**config.mk**
```make
export PLATFORM = sky130hd
export DESIGN_NAME = hbq_mac
export DESIGN_NICKNAME = d
export VERILOG_FILES = /design/src/hw/rtl/hbq_pkg.sv /design/src/hw/rtl/hbq_mac.sv
export SDC_FILE = /design/constraint.sdc
export NUM_CORES = 2
export LEC_CHECK = 0
export ABC_AREA = 1
export BUFFER_PORTS_ARGS = -buffer_cell sky130_fd_sc_hd__buf_2
export CAP_MARGIN = 10
export CORE_MARGIN = 2
export CORE_UTILIZATION = 30
export DETAILED_ROUTE_END_ITERATION = 8
export PLACE_DENSITY = 0.45
export SETUP_SLACK_MARGIN = 0.5
export SLEW_MARGIN = 30
export SYNTH_ARGS = -nofsm -noshare
export SYNTH_HDL_FRONTEND = slang
export SYNTH_SLANG_ARGS = --single-unit
```
**constraint.sdc**
```tcl
create_clock -name vclk -period 13.5
set_input_delay 2.025 -clock vclk [all_inputs]
set_output_delay 2.025 -clock vclk [all_outputs]
set_load 0.1 [all_outputs]
```
**src/hw/rtl/hbq_pkg.sv**
```systemverilog
// Shared constants and types of the high-pass biquad filter.
`default_nettype none

package hbq_pkg;

    localparam int SAMPLE_WIDTH   = 16;
    localparam int COEF_WIDTH     = 16;
    localparam int COEF_FRAC_BITS = 14;
    localparam int CFG_ADDR_WIDTH = 2;

    localparam int DIFF_WIDTH = SAMPLE_WIDTH + 2;
    localparam int PROD_WIDTH = COEF_WIDTH + DIFF_WIDTH;
    localparam int ACC_WIDTH  = PROD_WIDTH + 2;

    localparam logic [CFG_ADDR_WIDTH-1:0] REG_B0 = CFG_ADDR_WIDTH'(0);
    localparam logic [CFG_ADDR_WIDTH-1:0] REG_A1 = CFG_ADDR_WIDTH'(1);
    localparam logic [CFG_ADDR_WIDTH-1:0] REG_A2 = CFG_ADDR_WIDTH'(2);

    typedef struct packed {
        logic signed [COEF_WIDTH-1:0] b0;
        logic signed [COEF_WIDTH-1:0] a1;
        logic signed [COEF_WIDTH-1:0] a2;
    } coef_t;

    typedef struct packed {
        logic signed [SAMPLE_WIDTH-1:0] x1;
        logic signed [SAMPLE_WIDTH-1:0] x2;
        logic signed [SAMPLE_WIDTH-1:0] y1;
        logic signed [SAMPLE_WIDTH-1:0] y2;
        logic                           warmup;
    } hist_t;

endpackage

`default_nettype wire

```
**src/hw/rtl/hbq_mac.sv**
```systemverilog
// Multiply-accumulate, rounding and saturation for one filter sample, with a zero result for a start or warm-up word.
`default_nettype none

module hbq_mac (
    input  wire hbq_pkg::coef_t                           coef,
    input  wire hbq_pkg::hist_t                           hist,
    input  wire logic signed [hbq_pkg::SAMPLE_WIDTH-1:0]  sample,
    input  wire logic                                     start,
    output logic signed [hbq_pkg::SAMPLE_WIDTH-1:0]       result
);

    localparam int SW = hbq_pkg::SAMPLE_WIDTH;
    localparam int DW = hbq_pkg::DIFF_WIDTH;
    localparam int PW = hbq_pkg::PROD_WIDTH;
    localparam int AW = hbq_pkg::ACC_WIDTH;
    localparam int CW = hbq_pkg::COEF_WIDTH;
    localparam int FB = hbq_pkg::COEF_FRAC_BITS;

    localparam logic signed [AW-1:0] ROUND = AW'(1) <<< (FB - 1);
    localparam logic signed [AW-1:0] SMAX  = {{(AW-SW+1){1'b0}}, {(SW-1){1'b1}}};
    localparam logic signed [AW-1:0] SMIN  = ~SMAX;

    logic signed [DW-1:0]    diff;
    logic signed [PW-1:0]    prod_b;
    logic signed [CW+SW-1:0] prod_a1;
    logic signed [CW+SW-1:0] prod_a2;
    logic signed [AW-1:0]    acc;
    logic signed [AW-1:0]    shifted;

    // The numerator taps share b0: b0*x - 2*b0*x1 + b0*x2 = b0*(x + x2 - 2*x1).
    assign diff    = DW'(sample) + DW'(hist.x2) - (DW'(hist.x1) <<< 1);
    assign prod_b  = PW'(coef.b0) * PW'(diff);
    assign prod_a1 = (CW+SW)'(coef.a1) * (CW+SW)'(hist.y1);
    assign prod_a2 = (CW+SW)'(coef.a2) * (CW+SW)'(hist.y2);
    assign acc     = AW'(prod_b) - AW'(prod_a1) - AW'(prod_a2) + ROUND;
    assign shifted = acc >>> FB;

    always_comb
    begin
        if (start || hist.warmup)
        begin
            result = '0;
        end
        else if (shifted > SMAX)
        begin
            result = SMAX[SW-1:0];
        end
        else if (shifted < SMIN)
        begin
            result = SMIN[SW-1:0];
        end
        else
        begin
            result = shifted[SW-1:0];
        end
    end

endmodule

`default_nettype wire

```
==> results.toml <==
[timing]
hold_viol_final = 0
max-slew-margin-rel_pct = 39.7
max_freq_mhz = 73.4
layout_setup_ws_ps = -130
rsz0062_at_grt = "true"
setup_viol = 16
final_max_slew_viol_count = 0
tightest_slew_ps = 904
period_minus_slack_ps = 13630
finalCritPeriodShare_pct = 101

[worst_setup_path]
criticalPathCategory = "input port to output port"
end_kind = "output port"
critPathTopFamily = "adder cells"
max_stage_delay_ps = 590
crit_slowest_cell = "fa_1"
required_ps = 11480
start_kind = "input port"
cp_num_buf_inv = 14
crit_top_cell = "fa_1"
cp_data_arrival_time_ps = 11610
path_max_fanout = 8

[route]
avgRoutedWirePerCell_um = 17.5
ant_nets = 0
num_vias = 24700
via_per_inst = 4.24
drc = 0
wirelength_um = 102000
drtIter0Drc = 1228
firstDrtPassIters = 6

[logic_synthesis]
syn_nets = 5410
synth_cells = 4068
netlist_top_cells_area = "fa_1 58%, inv_1 16%, nand2_1 8.3%"
postSynthAreaPerCell_sq_um = 8.39
yosysSeqAreaShare_pct = 0
synth_largest_area_cell = "fa_1"
synthDominantCellAreaShare_pct = 58.0
ys_warn_count = 0
synth_area_sq_um = 34100
ys_types = 48

[min_path]
whs_path_depth = 4
min_from = "start"
hp-class = "input port to output port"
hold_end = "result[1]"

[floorplan]
core-area_sq_um = 113000
ios = 146
start_util_pct = 30.3
fp.dieH_um = 341
rows = 123
fp.dieArea_sq_um = 117000
die_w_um = 341

[global_routing]
track_usage_pct = 18.4
antenna_found_initial = 15
gr-total-overflow = 0
grt_pass1_vias = 27600
grt_max_degree = 17
grt_pass1_wl_um = 166000

[finish]
n_fill_cell = 11800
register_area_sq_um = 0
finish.utilization_pct = 35.6
drive_gt1_share_pct = 17.1
final_cell_area_sq_um = 40100
layout_commonest_cell = "inv_1"
final_cell_mix = "1379 x inv_1, 963 x fa_1, 713 x nand2_1"
nClkBuffers = 0
multi_input_area_sq_um = 29600
seq_cells = 0
areaGrowthSynthToFinish_pct = 17.3
final_nets = 5660

[placement]
port_buffers = 146
dp_hpwl_um = 94500
dpl_cell_area_sq_um = 38400
routabilityCongestion = 0.859

[run_status]
failed_checks = "setup timing"
status = "finished with violations"

[flow_run]
maxCapViolCount = 0
through the flow:
stage	instances	setup WS [ps]	setup TNS, ps	hold WS (ps)
after floorplan	4068	363	0	4780
after global placement	5773	-486	-7570	4990
after detailed placement	5773	-486	-7530	4980
after CTS	5804	-159	-2170	4980
after global routing	5816	-523	-7900	5020
final	5822	-130	-1890	4970
area by class of cell:
type	instances	share of cell area, %
antenna	6	0.0375
multi-input combinational	2476	73.9
tap	1500	4.68
timing repair buffer	407	7.92
inverter	1433	13.5
how the worst max path moves through the flow:
| stage | slack, ps | endpoint | cells after the start | from |
|---|---|---|---|---|
| finish | -130 | result[2] | 44 | hist[39] |
| global route | -520 | result[5] | 46 | hist[39] |
| CTS | -160 | result[6] | 46 | hist[51] |
| detailed placement | -490 | result[8] | 47 | hist[43] |
| global placement | -490 | result[8] | 46 | hist[39] |
| floorplan | 360 | result[10] | 45 | hist[52] |
timing repair:
item,CTS,global route
hold buffers,0,0
pin swaps,96,88
setup buffers,28,12
cloned,3,0
setup endpoints to repair,16,16
gates resized for setup,186,118
cell usage after synthesis (all sizes together):
cell / count
ha: 223
o221ai: 1
clkbuf: 154
a31o: 1
nor2: 243
a21o: 4
nand2: 773
nand3: 33
fa: 989
a2111oi: 1
a21boi: 4
inv: 1430
o21a: 2
a21oi: 76
nor4: 5
a211oi: 1
nor3: 9
or2: 20
nand4: 4
xnor2: 16
nand3b: 2
o21bai: 3
clkinv: 3
a221oi: 1
and2: 4
and3: 1
o21ai: 31
o211ai: 1
buf: 7
xor2: 26
metal layers:
metal | global-route usage, % | routed length (um) | vias to the layer above
li1 | - | - | 11600
met1 | 27.7 | 49000 | 12600
met2 | 31.0 | 48200 | 405
met3 | 0.744 | 3880 | 47
met4 | 0.854 | 638 | 6
met5 | 0 | 40 | -
kinds of logic (layout without fill, tap and decap cells):
logic type / after synthesis / in the layout / synth area share [%]
compound gates: 126 / 126 / 2.21
xor+xnor: 42 / 42 / 1.10
fa+ha+maj: 1212 / 1212 / 66.2
buf+inv: 1594 / 1840 / 17.6
other cells: 0 / 6 / 0
simple gates: 1094 / 1096 / 12.9
Power is not shown: default switching activity piles up to over one toggle a cycle in this logic, so the estimate is an artifact.
